[src/rtl/hashed_session_table_core_macros.svh]
// Assertion macros shared by the session table RTL.
// Needs clk and rst_n in scope at the point of use.
`ifndef HASHED_SESSION_TABLE_CORE_MACROS_SVH
`define HASHED_SESSION_TABLE_CORE_MACROS_SVH

// same-cycle implication
`define HST_ASSERT_IMPL(name, ante, cons, msg) \
    name: assert property (@(posedge clk) disable iff (!rst_n) (ante) |-> (cons)) \
        else $error(msg);

// next-cycle implication
`define HST_ASSERT_NEXT(name, ante, cons, msg) \
    name: assert property (@(posedge clk) disable iff (!rst_n) (ante) |=> (cons)) \
        else $error(msg);

`endif

[src/rtl/hst_queue.sv]
// Short request queue between the front end and the table engine.
// Depends on the assertion macro header.
`timescale 1ns / 1ps
`default_nettype none
`include "hashed_session_table_core_macros.svh"

module hst_queue #(
    parameter int DW    = 8,
    parameter int DEPTH = 4,
    parameter int PW    = (DEPTH > 1) ? $clog2(DEPTH) : 1,
    parameter int CW    = $clog2(DEPTH + 1)
) (
    input  wire logic          clk,
    input  wire logic          rst_n,
    input  wire logic          push,
    input  wire logic [DW-1:0] push_data,
    input  wire logic          pop,
    output logic               not_empty,
    output logic      [DW-1:0] head
);

    logic [DW-1:0] mem_reg [DEPTH];
    logic [PW-1:0] wr_ptr_reg, wr_ptr_next;
    logic [PW-1:0] rd_ptr_reg, rd_ptr_next;
    logic [CW-1:0] count_reg, count_next;

    assign not_empty = (count_reg != '0);
    assign head      = mem_reg[rd_ptr_reg];

    always_comb
    begin
        wr_ptr_next = wr_ptr_reg;
        rd_ptr_next = rd_ptr_reg;
        count_next  = count_reg;
        if (push)
        begin
            wr_ptr_next = (wr_ptr_reg == PW'(DEPTH - 1)) ? '0 : wr_ptr_reg + 1'b1;
        end
        if (pop)
        begin
            rd_ptr_next = (rd_ptr_reg == PW'(DEPTH - 1)) ? '0 : rd_ptr_reg + 1'b1;
        end
        if (push && !pop)
        begin
            count_next = count_reg + 1'b1;
        end
        else if (pop && !push)
        begin
            count_next = count_reg - 1'b1;
        end
    end

    always_ff @(posedge clk or negedge rst_n)
    begin
        if (!rst_n)
        begin
            wr_ptr_reg <= '0;
            rd_ptr_reg <= '0;
            count_reg  <= '0;
        end
        else
        begin
            wr_ptr_reg <= wr_ptr_next;
            rd_ptr_reg <= rd_ptr_next;
            count_reg  <= count_next;
        end
    end

    always_ff @(posedge clk)
    begin
        if (push)
        begin
            mem_reg[wr_ptr_reg] <= push_data;
        end
    end

    `HST_ASSERT_IMPL(a_no_overflow, push, count_reg != CW'(DEPTH) || pop, "queue overflow")
    `HST_ASSERT_IMPL(a_no_underflow, pop, count_reg != '0, "pop from empty queue")

endmodule

`default_nettype wire

[config.mk]
export PLATFORM = sky130hd
export DESIGN_NAME = hst_queue
export DESIGN_NICKNAME = d
export VERILOG_FILES = /design/src/rtl/hst_queue.sv
export VERILOG_INCLUDE_DIRS = /design/src /design/src/rtl
export SDC_FILE = /design/constraint.sdc
export NUM_CORES = 1
export LEC_CHECK = 0
export BUFFER_PORTS_ARGS = -buffer_cell sky130_fd_sc_hd__buf_2
export CAP_MARGIN = 0
export CORE_MARGIN = 2
export CORE_UTILIZATION = 63
export CTS_BUF_LIST = sky130_fd_sc_hd__clkbuf_2 sky130_fd_sc_hd__clkbuf_4 sky130_fd_sc_hd__clkbuf_8
export CTS_CLUSTER_DIAMETER = 60
export CTS_CLUSTER_SIZE = 40
export DETAILED_ROUTE_END_ITERATION = 8
export GPL_TIMING_DRIVEN = 0
export PLACE_DENSITY = 0.87
export SETUP_SLACK_MARGIN = 0.05
export SYNTH_ARGS = -nofsm -noshare
export SYNTH_HDL_FRONTEND = slang
export SYNTH_SLANG_ARGS = --single-unit
[constraint.sdc]
create_clock -name clk -period 2.5 [get_ports clk]
set_clock_uncertainty 0.05 [all_clocks]
set_input_delay 0.5 -clock clk [delete_from_list [all_inputs] [get_ports clk]]
set_output_delay 0.5 -clock clk [all_outputs]
set_load 0.05 [all_outputs]
==> impl_summary.md <==
Status
The run finished with clean final reports.

Critical path
STA puts the critical path data required time at 1.95 ns. In this run the register-to-register setup slack is 1.03 ns. Of all nets on the critical path, the largest fanout is 10. The startpoint type of the worst setup path is a flop.

The arrival time at the worst endpoint is 1.64 ns. The length in cells of the worst reg-to-reg path is 3. The endpoint type of the worst setup path is a primary output. The worst setup path is of the reg -> out kind. The end of the worst register-to-register path is mem_reg[1][5]$_DFFE_PP_. The startpoint identified for the worst register-to-register timing path is wr_ptr_reg[1]$_DFFE_PN0P_.

GRT
The largest net degree at the start of global routing is 14. Summed over all layers, the global routing overflow is 0. The first global-routing pass estimated 3620 um of wire. In the global route stage, overall resource usage came out at between 10% and 20%. The number of global-route vias before repair is 782. The number of antenna violations at the first check in global routing is 0.

Drt
Dividing the detail-routed wire length by the instance count gives 16.4 um. The post-detailed-route DRC marker count is 0. For this block, wires on met1 add up to 986 um. Detailed routing placed a total of about 110 um of wire on met3.

The number of nets still failing antenna checks after routing is 0. The length of routed met2 wiring is between 1000 and 1500 um. After detailed routing, the number of vias per cell comes to 5.55.

The first detailed-routing pass ran for 4 iterations. The initial DRC count is 23. The routed design has roughly 2200 um of wire. The top routing layer in use is met4. The routed layout has around 760 vias.

STA
The final-report max-slew violation count is 0. The worst hold slack is 0.304 ns. The post-layout minimum cycle time is around 2.2 ns. The maximum achievable frequency is 0.457 GHz.

The final-layout setup total negative slack is 0 ns. The pin slew with the least headroom to its limit is 0.458 ns. The hold violation total from the final report is 0. Measured against its own limit, the worst slew margin works out to between 60% and 70%. The final setup violation count is 0. Setup repair after global routing left no endpoint under its margin. The part of the cycle the worst path needs is 87.6%. Once routing completed, OpenROAD measured the worst setup slack at 0.310 ns.

Synth
For this run, asynchronously set or reset flops after synthesis account for 17.9%. The total of warnings raised by yosys is 0. Among all flip-flop cells after synthesis, the most frequent one is sky130_fd_sc_hd__edfxtp_1. After technology mapping, the gate count stands at 78. After synthesis, the netlist uses 18 different library cells.

The number of flops mapped to enable cells by yosys is 32. The share of the yosys chip area belonging to registers is ~73%. The cell area that synthesis handed to floorplanning was 1560 sq um. Synthesis inferred 39 register bits. Counting every net in the synthesized netlist gives 97. The mean instance size in the synthesized netlist is 20.0 sq um.

Hold path
The startpoint of the most critical hold path is push_data[2]. The cell depth of the worst hold path is 1. The capture endpoint of the worst hold path is mem_reg[3][2]$_DFFE_PP_. The type of the tightest min-delay check is in -> reg.

Pwr
For this design the ratio of total power to cell area is 1170 nW/um^2. The leakage dissipation is 0.667 nW. The worst supply voltage drop on vdd is 871 uV.

Finish
The share of final-layout standard cells stronger than drive strength 1 is a little under two fifths. The register with the most flip-flops in the layout has 32 of them. Excluding fillers, the count of instances in the completed layout stands at approximately 140. The signed area change from the synthesized netlist to the final layout is 13.1%. The net count reported at finish is 125. The number of antenna diodes in the final layout is 0.

Clock network
The TritonCTS sink count is 39. The buffer cell driving the clock tree root is sky130_fd_sc_hd__clkbuf_4. The clock reaches the later pin of the worst-skew pair after 0.35 ns. The number of buffers inserted during clock tree synthesis is 5. The number of gates resized after CTS was 0. CTS built an H-tree with a depth of 2. TritonCTS built the clock tree. The clock passes through at most 2 buffers.

The clock transition time at the flip-flop clock pins of the worst setup and hold paths is 0.12 ns.

Placed design
The number of buffers added on ports is 20. The placed wire-length estimate is 1530 um. The placement-stage worst setup slack is ~0.62 ns.

The congestion estimate from routability-driven global placement came to 0.629. Once placement completed, the tool counted placed cells totaling between 100 and 150.

Floorplan
The core region is between 2000 and 2500 sq um. The effective utilization at floorplan is 64.8%. The floorplan step set the die width to 53.8 um.

The vertical die dimension is 53.8 um. The count of boundary I/O pins is 21. The floorplan has 18 rows. The die covers between 2000 and 3000 sq um.

Job
Across the run, the number of max-cap violations was 0.
Yosys cell counts (2+ instances only):
library cell | instances | area, sq um
sky130_fd_sc_hd__and2_1 | 4 | 25.0
sky130_fd_sc_hd__dfrtp_1 | 7 | 175
sky130_fd_sc_hd__edfxtp_1 | 32 | 961
sky130_fd_sc_hd__ha_1 | 6 | 75.1
sky130_fd_sc_hd__inv_1 | 4 | 15.0
sky130_fd_sc_hd__mux2_2 | 2 | 22.5
sky130_fd_sc_hd__mux4_2 | 8 | 180
sky130_fd_sc_hd__nand2_1 | 2 | 7.51
sky130_fd_sc_hd__nor2_1 | 2 | 7.51
sky130_fd_sc_hd__o21ai_0 | 2 | 10.0
sky130_fd_sc_hd__xor2_1 | 2 | 17.5
per-stage QoR:
step | total power, W | instance area (sq um) | util, %
after global routing | 0.00218 | 1770 | 73.3
final | 0.00206 | 1770 | 73.3
after CTS | 0.00209 | 1770 | 73.3
after floorplan | 0.00160 | 1560 | -
after global placement | 0.00174 | 1700 | 70.5
after detailed placement | 0.00178 | 1700 | 70.5
final cells by class:
cell class                      count  area [sq um]
Multi-Input combinational cell     33           394
Clock buffer                        5          37.5
Sequential cell                    39          1140
Clock inverter                      3          20.0
Inverter                            4          15.0
Tap cell                           30          37.5
Buffer                              2          16.3
Fill cell                         154           643
Timing Repair Buffer               21           110
power by group:
group | internal (W) | leakage [nW] | switching (W) | total (W)
registers | 0.000853 | 0.377 | 0.0000615 | 0.000915
clock network | 0.000107 | 0.0272 | 0.000207 | 0.000314
logic | 0.000293 | 0.263 | 0.000543 | 0.000836
how the worst max path moves through the flow:
stage / start / slack, ns / end
2_1_floorplan: rd_ptr_reg[0]$_DFFE_PN0P_ / 0.78 / head[0]
3_3_place_gp: rd_ptr_reg[0]$_DFFE_PN0P_ / 0.68 / head[1]
3_5_place_dp: pop / 0.62 / count_reg[2]$_DFFE_PN0P_
4_1_cts: rd_ptr_reg[0]$_DFFE_PN0P_ / 0.27 / head[1]
5_1_grt: rd_ptr_reg[0]$_DFFE_PN0P_ / 0.22 / head[1]
6_report: rd_ptr_reg[0]$_DFFE_PN0P_ / 0.31 / head[4]
metal layers:
metal | track usage, % | vias to the layer above
met5 | 0 | -
met4 | 8.97 | 0
met3 | 8.33 | 8
met2 | 28.7 | 21
met1 | 25.8 | 376
li1 | - | 356
layout by cell type (no fill, tap or decap), types with 4 or more instances in the layout:
cell type | netlist | final
sky130_fd_sc_hd__clkbuf_4 | 0 | 5
sky130_fd_sc_hd__dfrtp_1 | 7 | 7
sky130_fd_sc_hd__and2_1 | 4 | 4
sky130_fd_sc_hd__buf_2 | 1 | 21
sky130_fd_sc_hd__mux4_2 | 8 | 8
sky130_fd_sc_hd__ha_1 | 6 | 6
sky130_fd_sc_hd__edfxtp_1 | 32 | 32
sky130_fd_sc_hd__inv_1 | 4 | 4
kinds of logic after synthesis:
| kind of cell | count (synthesis) | synth area share, % |
|---|---|---|
| AO/OA/AOI/OAI | 3 | 1.20 |
| buffers and inverters | 6 | 2.00 |
| AND/OR/NAND/NOR | 10 | 3.29 |
| adder cells (fa/ha/maj) | 7 | 6.09 |
| multiplexers | 10 | 13.0 |
| flip-flops | 39 | 72.8 |
| XOR/XNOR | 3 | 1.68 |
repair_timing:
item | 4_1_cts | 5_1_grt
setup buffers | 0 | 0
setup endpoints to repair | 0 | 0
endpoints found under the hold margin | 7 | 0
hold buffers | 1 | 0
critical path, stage by stage, from the launching register on:
cell and delay (ns):
sky130_fd_sc_hd__dfrtp_1 0.38, sky130_fd_sc_hd__buf_6 0.18, sky130_fd_sc_hd__mux4_2 0.51, sky130_fd_sc_hd__buf_2 0.22
Power figures use the tool's default switching activity.
