File: src/rtl/hashed_session_table_core_macros.svh
// Assertion macros shared by the session table RTL.
// Needs clk and rst_n in scope at the point of use.
`ifndef HASHED_SESSION_TABLE_CORE_MACROS_SVH
`define HASHED_SESSION_TABLE_CORE_MACROS_SVH

// same-cycle implication
`define HST_ASSERT_IMPL(name, ante, cons, msg) \
    name: assert property (@(posedge clk) disable iff (!rst_n) (ante) |-> (cons)) \
        else $error(msg);

// next-cycle implication
`define HST_ASSERT_NEXT(name, ante, cons, msg) \
    name: assert property (@(posedge clk) disable iff (!rst_n) (ante) |=> (cons)) \
        else $error(msg);

`endif

File: src/rtl/hst_pkg.sv
// Types and constants for the hashed session table.
// No dependencies.
`timescale 1ns / 1ps
`default_nettype none

package hst_pkg;

    localparam int BUCKETS_DEF = 64;
    localparam int WAYS_DEF    = 4;
    localparam int QDEPTH      = 4;

    localparam int KEY_W    = 31;
    localparam int HANDLE_W = 16;
    localparam int ROOM_W   = 31;
    localparam int TOTAL_W  = 9;

    localparam logic [TOTAL_W-1:0] TOTAL_MAX = 9'd511;

    localparam logic [1:0] MODE_INSERT = 2'd0;
    localparam logic [1:0] MODE_DELETE = 2'd1;
    localparam logic [1:0] MODE_UPDATE = 2'd2;
    localparam logic [1:0] MODE_LOOKUP = 2'd3;

    localparam logic [1:0] STAT_DONE    = 2'd0;
    localparam logic [1:0] STAT_ABSENT  = 2'd1;
    localparam logic [1:0] STAT_PRESENT = 2'd2;
    localparam logic [1:0] STAT_FULL    = 2'd3;

    typedef struct packed {
        logic [1:0]          mode;
        logic [KEY_W-1:0]    key;
        logic [HANDLE_W-1:0] handle;
        logic [ROOM_W-1:0]   room;
    } req_t;

    typedef struct packed {
        logic                vld;
        logic [KEY_W-1:0]    key;
        logic [HANDLE_W-1:0] handle;
        logic [ROOM_W-1:0]   room;
    } way_t;

endpackage

`default_nettype wire

File: src/rtl/hst_front.sv
// Front end: registers a request and works out its bucket (key mod BUCKETS)
// by reciprocal multiply and one correction. Depends on hst_pkg.
`timescale 1ns / 1ps
`default_nettype none

module hst_front #(
    parameter int BUCKETS = hst_pkg::BUCKETS_DEF,
    parameter int BW      = (BUCKETS > 1) ? $clog2(BUCKETS) : 1
) (
    input  wire logic          clk,
    input  wire logic          rst_n,
    input  wire logic          accept,
    input  wire hst_pkg::req_t req_in,
    output logic               push,
    output hst_pkg::req_t      push_req,
    output logic [BW-1:0]      push_bucket
);

    localparam logic [31:0] RECIP = 32'((64'd1 << 31) / 64'(BUCKETS));
    localparam logic [BW:0] BKT   = (BW+1)'(BUCKETS);

    logic          v1_reg, v2_reg, v3_reg;
    hst_pkg::req_t req1_reg, req2_reg, req3_reg;
    logic [30:0]   q2_reg, qb3_reg;

    logic [62:0] prod;
    logic [43:0] qb_full;
    logic [30:0] diff;
    logic [BW:0] rem;
    logic [BW:0] rem_fix;

    assign prod    = 63'(req1_reg.key) * 63'(RECIP);
    assign qb_full = 44'(q2_reg) * 44'(BUCKETS);
    assign diff    = req3_reg.key - qb3_reg;
    assign rem     = diff[BW:0];
    assign rem_fix = (rem >= BKT) ? rem - BKT : rem;

    assign push        = v3_reg;
    assign push_req    = req3_reg;
    assign push_bucket = rem_fix[BW-1:0];

    always_ff @(posedge clk or negedge rst_n)
    begin
        if (!rst_n)
        begin
            v1_reg <= 1'b0;
            v2_reg <= 1'b0;
            v3_reg <= 1'b0;
        end
        else
        begin
            v1_reg <= accept;
            v2_reg <= v1_reg;
            v3_reg <= v2_reg;
        end
    end

    always_ff @(posedge clk)
    begin
        req1_reg <= req_in;
        req2_reg <= req1_reg;
        q2_reg   <= prod[61:31];
        req3_reg <= req2_reg;
        qb3_reg  <= qb_full[30:0];
    end

endmodule

`default_nettype wire

File: config.mk
export PLATFORM = sky130hd
export DESIGN_NAME = hst_front
export DESIGN_NICKNAME = d
export VERILOG_FILES = /design/src/rtl/hashed_session_table_core_macros.svh /design/src/rtl/hst_pkg.sv /design/src/rtl/hst_front.sv
export SDC_FILE = /design/constraint.sdc
export NUM_CORES = 1
export LEC_CHECK = 0
export BUFFER_PORTS_ARGS = -buffer_cell sky130_fd_sc_hd__buf_2
export CORE_AREA = 5 5 81 138
export DETAILED_ROUTE_END_ITERATION = 16
export DIE_AREA = 0 0 86 143
export PLACE_DENSITY = 0.91
export REMOVE_ABC_BUFFERS = 1
export SYNTH_ARGS = -nofsm -noshare
export SYNTH_HDL_FRONTEND = slang
export SYNTH_SLANG_ARGS = --single-unit
File: constraint.sdc
create_clock -name clk -period 1.7 [get_ports clk]
set_clock_uncertainty 0.15 [all_clocks]
set_input_delay 0.255 -clock clk [delete_from_list [all_inputs] [get_ports clk]]
set_output_delay 0.255 -clock clk [all_outputs]
set_load 0.05 [all_outputs]
==> results.toml, run 1 <==
[pwr]
power_frac_comb_pct = 6.7
clkPwrFrac_pct = 39.7
power_switching_mw = 2.48
p_leak_nw = 3.40
internal_power_mw = 8.87
p_per_area_nw_per_um2 = 1540
seq_power_share_pct = 53.6
peakVddDrop_mv = 1.34
p_sw_share_pct = 21.8

[clocking]
clk_latency_ns = 0.48
cts_setup_buffers = 0
cts_buffers = 19
cts_resized = 0
clock-root-buffer = "clkbuf_16"
path_clk_slew_ns = 0.07
clk_path_buf_depth = 3
cts_max_level = 1
cts_tree = "yes"
cts_sinks = 243
cts_hold_buf = 83

[timing]
slew_violations = 0
slew_headroom_pct = 81.0
period_minus_slack_ns = 1.54
worstMarginPinSlew_ns = 0.287
setup_viol = 0
timing.final.crit_share_pct = 90.5
rsz0062_at_grt = "false"
setup_ws_ns = 0.162
tns_ns = 0
fmax_mhz = 650
hold_viol = 0

[yosys]
synth_area_leaders = "dfxtp_1 98%, dfrtp_1 1.5%, buf_4 0.91%"
syn_area_per_cell_um2 = 19.8
yosysTopAreaCell = "dfxtp_1"
synth-seq-cells = 243
synth_warnings = 0
syn_area_um2 = 4920
synth-seq-area-share_pct = 99.1
yosysTopAreaCellShare_pct = 97.6
synth_cells = 249
yosysUniqueCellTypes = 3

[drt]
drt_iter0_drc = 74
totalWireLength_um = 10200
drc_errors = 0
wl_per_cell_um = 15.5
antenna_left = 0
via_per_inst = 3.94
drt_first_pass_iters = 4
vias = 2582

[grt]
grt_max_degree = 20
grt_pass1_wl_um = 15600
grt-ovfl-total = 0
grt_pass1_vias = 3024
grt_use_total_pct = 16.7
antenna_found_initial = 1

[job]
drv_cap = 0

[layout]
area_growth_pct = 49.9
seqCellArea_um2 = 4880
layout_commonest_cell = "dfxtp_1"
fillCellCount = 585
layout.cells.non_filler = 656
multi_input_gates = 0
fin_area_um2 = 7380
multi_input_area_um2 = 0
layout_common_cells = "240 x dfxtp_1, 169 x buf_2, 83 x dlygate4sd3_1"
layout-drive-gt1-share_pct = 38.2
fin_nets = 599

[critical_path]
crit_fanout = 2
crit_slowest_cell = "dfxtp_1"
worstPathCellList = "buf_2"
slowest_delay_ns = 0.35
crit_required_ns = 1.29
crit_type = "reg2out"
cp.buffers_inverters = 1
critical_path.top_delay_family = "flip-flops"
crit_path_end_kind = "primary output"
crit_arrival_ns = 1.13
crit_path_start_kind = "register"

[placed_design]
port_buffers = 169
place_inst = 537
dp_hpwl_um = 5950
place_area_um2 = 5880
place_ws_ns = 0.695
place_congestion = 0.711

[status]
outcome = "completed"

[die]
row_count = 48
dieArea_um2 = 12300
initial_core_util_pct = 49.7
die_height_um = 143
core_um2 = 9910
die_w_um = 86
io_pins = 170

[min_path]
min_path_type = "reg2reg"
## kinds of logic (layout without fill, tap and decap cells)
group | after synthesis | after routing | synth area share, %
flip-flops | 243 | 243 | 99.1
other | 0 | 2 | 0
buffers and inverters | 6 | 286 | 0.915
## layer usage
metal  share of wire (%)  vias up  global-route usage (%)
met1                  31     1144                    16.5
li1                    -     1297                       -
met2                  58      111                    31.7
met3                 6.3       30                    3.29
met4                 4.3        0                    9.51
met5                   0        -                       0
## cell type report
type	count	area share [%]
clock buffer	25	7.42
clock inverter	9	1.56
tap	125	2.12
antenna	2	0.0678
sequential	243	66.1
timing repair buffer	252	22.7
## path summary, 6_finish.rpt
check / startpoint / end / slack (ns) / depth (start not counted)
worst max-delay path: push_req[50] / push_req[50] / 0.16 / 1
min in group asynchronous: rst_n / v1_reg / 0.51 / 3
worst min register to register: req2_reg[29] / push_req[29] / 0.17 / 0
max in group asynchronous: rst_n / v2_reg / 0.73 / 3
worst max register to register: v1_reg / v2_reg / 1.06 / 0
worst min-delay path: req2_reg[29] / push_req[29] / 0.17 / 0
## cells in the mapped netlist
| master | number |
|---|---|
| dfrtp_1 | 3 |
| buf_4 | 6 |
| dfxtp_1 | 240 |
## per-stage QoR
step | total power [mW] | util (%) | hold slack (ns)
6_report | 11.3 | 74.5 | 0.168
5_1_grt | 11.8 | 74.5 | 0.183
4_1_cts | 11.4 | 74.4 | 0.174
3_5_place_dp | 6.81 | 59.4 | -0.0926
2_1_floorplan | 6.57 | - | -0.191
3_3_place_gp | 6.78 | 59.4 | -0.0969
## power groups by stage
stage	combinational, mW	clock [mW]	sequential [mW]
after detailed placement	0.598	0	6.21
after CTS	0.754	4.61	6.08
final	0.757	4.51	6.08
after floorplan	0	0	6.57
after global placement	0.592	0	6.19
after global routing	0.788	4.87	6.11
Power figures use the tool's default switching activity.
==> inputs of run 2 (changes only) <==
--- a/config.mk
+++ b/config.mk
@@ -6,9 +6,9 @@
 export NUM_CORES = 1
 export LEC_CHECK = 0
 export BUFFER_PORTS_ARGS = -buffer_cell sky130_fd_sc_hd__buf_2
-export CORE_AREA = 5 5 81 138
+export CORE_AREA = 2 2 78 135
 export DETAILED_ROUTE_END_ITERATION = 16
-export DIE_AREA = 0 0 86 143
+export DIE_AREA = 0 0 80 137
 export PLACE_DENSITY = 0.91
 export REMOVE_ABC_BUFFERS = 1
 export SYNTH_ARGS = -nofsm -noshare
==> constraint.sdc (replaced) <==
create_clock -name clk -period 2 [get_ports clk]
set_clock_uncertainty 0.15 [all_clocks]
set_input_delay 0.3 -clock clk [delete_from_list [all_inputs] [get_ports clk]]
set_output_delay 0.3 -clock clk [all_outputs]
set_load 0.05 [all_outputs]
==> run 2 against run 1 <==
Effect of this change:
- register-to-register slack gained 0.31 ns
- sequential share of layout area grew 0.55 points
- clock power shrank 21%
- sequential power shrank 15%
- die area shrank 11%
- non-clock buffer count is the same
- first-iteration DRC count shrank 20%
- via count grew 1.2%
- cell area shrank 0.83%
- critical path type unchanged
- critical endpoint is now push_bucket[0]
- largest cell class unchanged
==> results.toml, run 2 (synthesis gave the netlist of run 1 again) <==
[pwr]
p_per_area_nw_per_um2 = 1280
peakVddDrop_mv = 0.945
p_leak_nw = 3.36

[clocking]
cts_sinks = 243
clk_latency_ns = 0.46
clk_path_buf_depth = 3
cts_max_level = 1
cts_tree = "yes"
path_clk_slew_ns = 0.07
cts_buffers = 19
cts_resized = 0
clock-root-buffer = "clkbuf_16"

[layout]
seqCellArea_um2 = 4880
multi_input_gates = 0
fin_nets = 599
fin_area_um2 = 7320
layout-drive-gt1-share_pct = 37.5
layout_commonest_cell = "dfxtp_1"
layout_common_cells = "240 x dfxtp_1, 169 x buf_2, 83 x dlygate4sd3_1"
area_growth_pct = 48.6
multi_input_area_um2 = 0
fillCellCount = 636

[die]
row_count = 48
dieArea_um2 = 11000
die_height_um = 137
io_pins = 170
initial_core_util_pct = 50.0
core_um2 = 9850
die_w_um = 80

[grt]
grt-ovfl-total = 0
antenna_found_initial = 2
grt_max_degree = 19
grt_pass1_wl_um = 13400
grt_use_total_pct = 16.2
grt_pass1_vias = 2923

[drt]
antenna_left = 0
drc_errors = 0
drt_first_pass_iters = 4
wl_per_cell_um = 14.0
vias = 2612
drt_iter0_drc = 59
via_per_inst = 4.01
totalWireLength_um = 9150

[timing]
tns_ns = 0
rsz0062_at_grt = "false"
slew_violations = 0
period_minus_slack_ns = 1.54
hold_viol = 0
fmax_mhz = 648
slew_headroom_pct = 81.4
worstMarginPinSlew_ns = 0.281
setup_viol = 0
timing.final.crit_share_pct = 77.1

[critical_path]
crit_slowest_cell = "dfxtp_1"
critical_path.top_delay_family = "flip-flops"
slowest_delay_ns = 0.35
crit_path_start_kind = "register"
cp.buffers_inverters = 1
worstPathCellList = "buf_2"
crit_fanout = 2
crit_arrival_ns = 1.09
crit_path_end_kind = "primary output"
crit_type = "reg2out"
crit_required_ns = 1.55

[placed_design]
place_congestion = 0.656
port_buffers = 169
dp_hpwl_um = 5420
place_area_um2 = 5880

[status]
outcome = "completed"

[job]
drv_cap = 0

[min_path]
min_path_type = "reg2reg"
run 2: cell count changes in the layout (fill, tap and decap cells not counted), sizes merged:
| cell | before | now |
|---|---|---|
| clkinvlp | 1 | 2 |
| clkinv | 3 | 1 |
| bufinv | 2 | 1 |
| inv | 3 | 0 |
| clkbuf | 25 | 26 |
run 2: final timing paths:
path / startpoint / to / slack [ns] / depth (start not counted)
hold / removal: req2_reg[7] / push_req[7] / 0.17 / 0
min in group asynchronous: rst_n / v1_reg / 0.55 / 3
setup / recovery: push_req[47] / push_bucket[0] / 0.46 / 1
hold reg to reg: req2_reg[7] / push_req[7] / 0.17 / 0
max in group asynchronous: rst_n / push / 1.01 / 3
setup reg to reg: v2_reg / push / 1.37 / 0
run 2: per-layer routing:
metal	GRT usage, %	share of wire (%)	up-vias
met2	31.9	58	115
met3	4.22	7.1	26
li1	-	-	1288
met4	9.13	4.2	0
met5	0	0	-
met1	14.0	31	1183
run 2: area by class of cell:
cell class / count / area share (%)
diodes: 2 / 0.0684
clock buffers: 26 / 7.54
clock inverters: 4 / 0.684
flip-flops and latches: 243 / 66.7
well taps: 125 / 2.14
repair buffers: 252 / 22.9
run 2: repair_timing:
action,4_1_cts,5_1_grt
hold endpoints to repair,84,0
buffers inserted,0,0
hold buffers,83,0
run 2: through the flow:
| step | worst slack, ns | utilization (%) | power [mW] | hold WS (ns) | std cells |
|---|---|---|---|---|---|
| floorplan | 0.641 | - | 5.58 | -0.146 | 243 |
| global placement | 0.963 | 59.7 | 5.76 | -0.0575 | 537 |
| detailed placement | 0.969 | 59.7 | 5.78 | -0.0518 | 537 |
| CTS | 0.463 | 74.3 | 9.44 | 0.167 | 650 |
| global route | 0.419 | 74.3 | 9.69 | 0.175 | 652 |
| finish | 0.458 | 74.3 | 9.36 | 0.170 | 652 |
run 2: power by group:
part	switching [mW]	leakage [nW]	total [mW]	internal [mW]
combinational	0.414	1.01	0.636	0.222
sequential	0.0681	2.06	5.17	5.10
clock	1.51	0.291	3.56	2.05
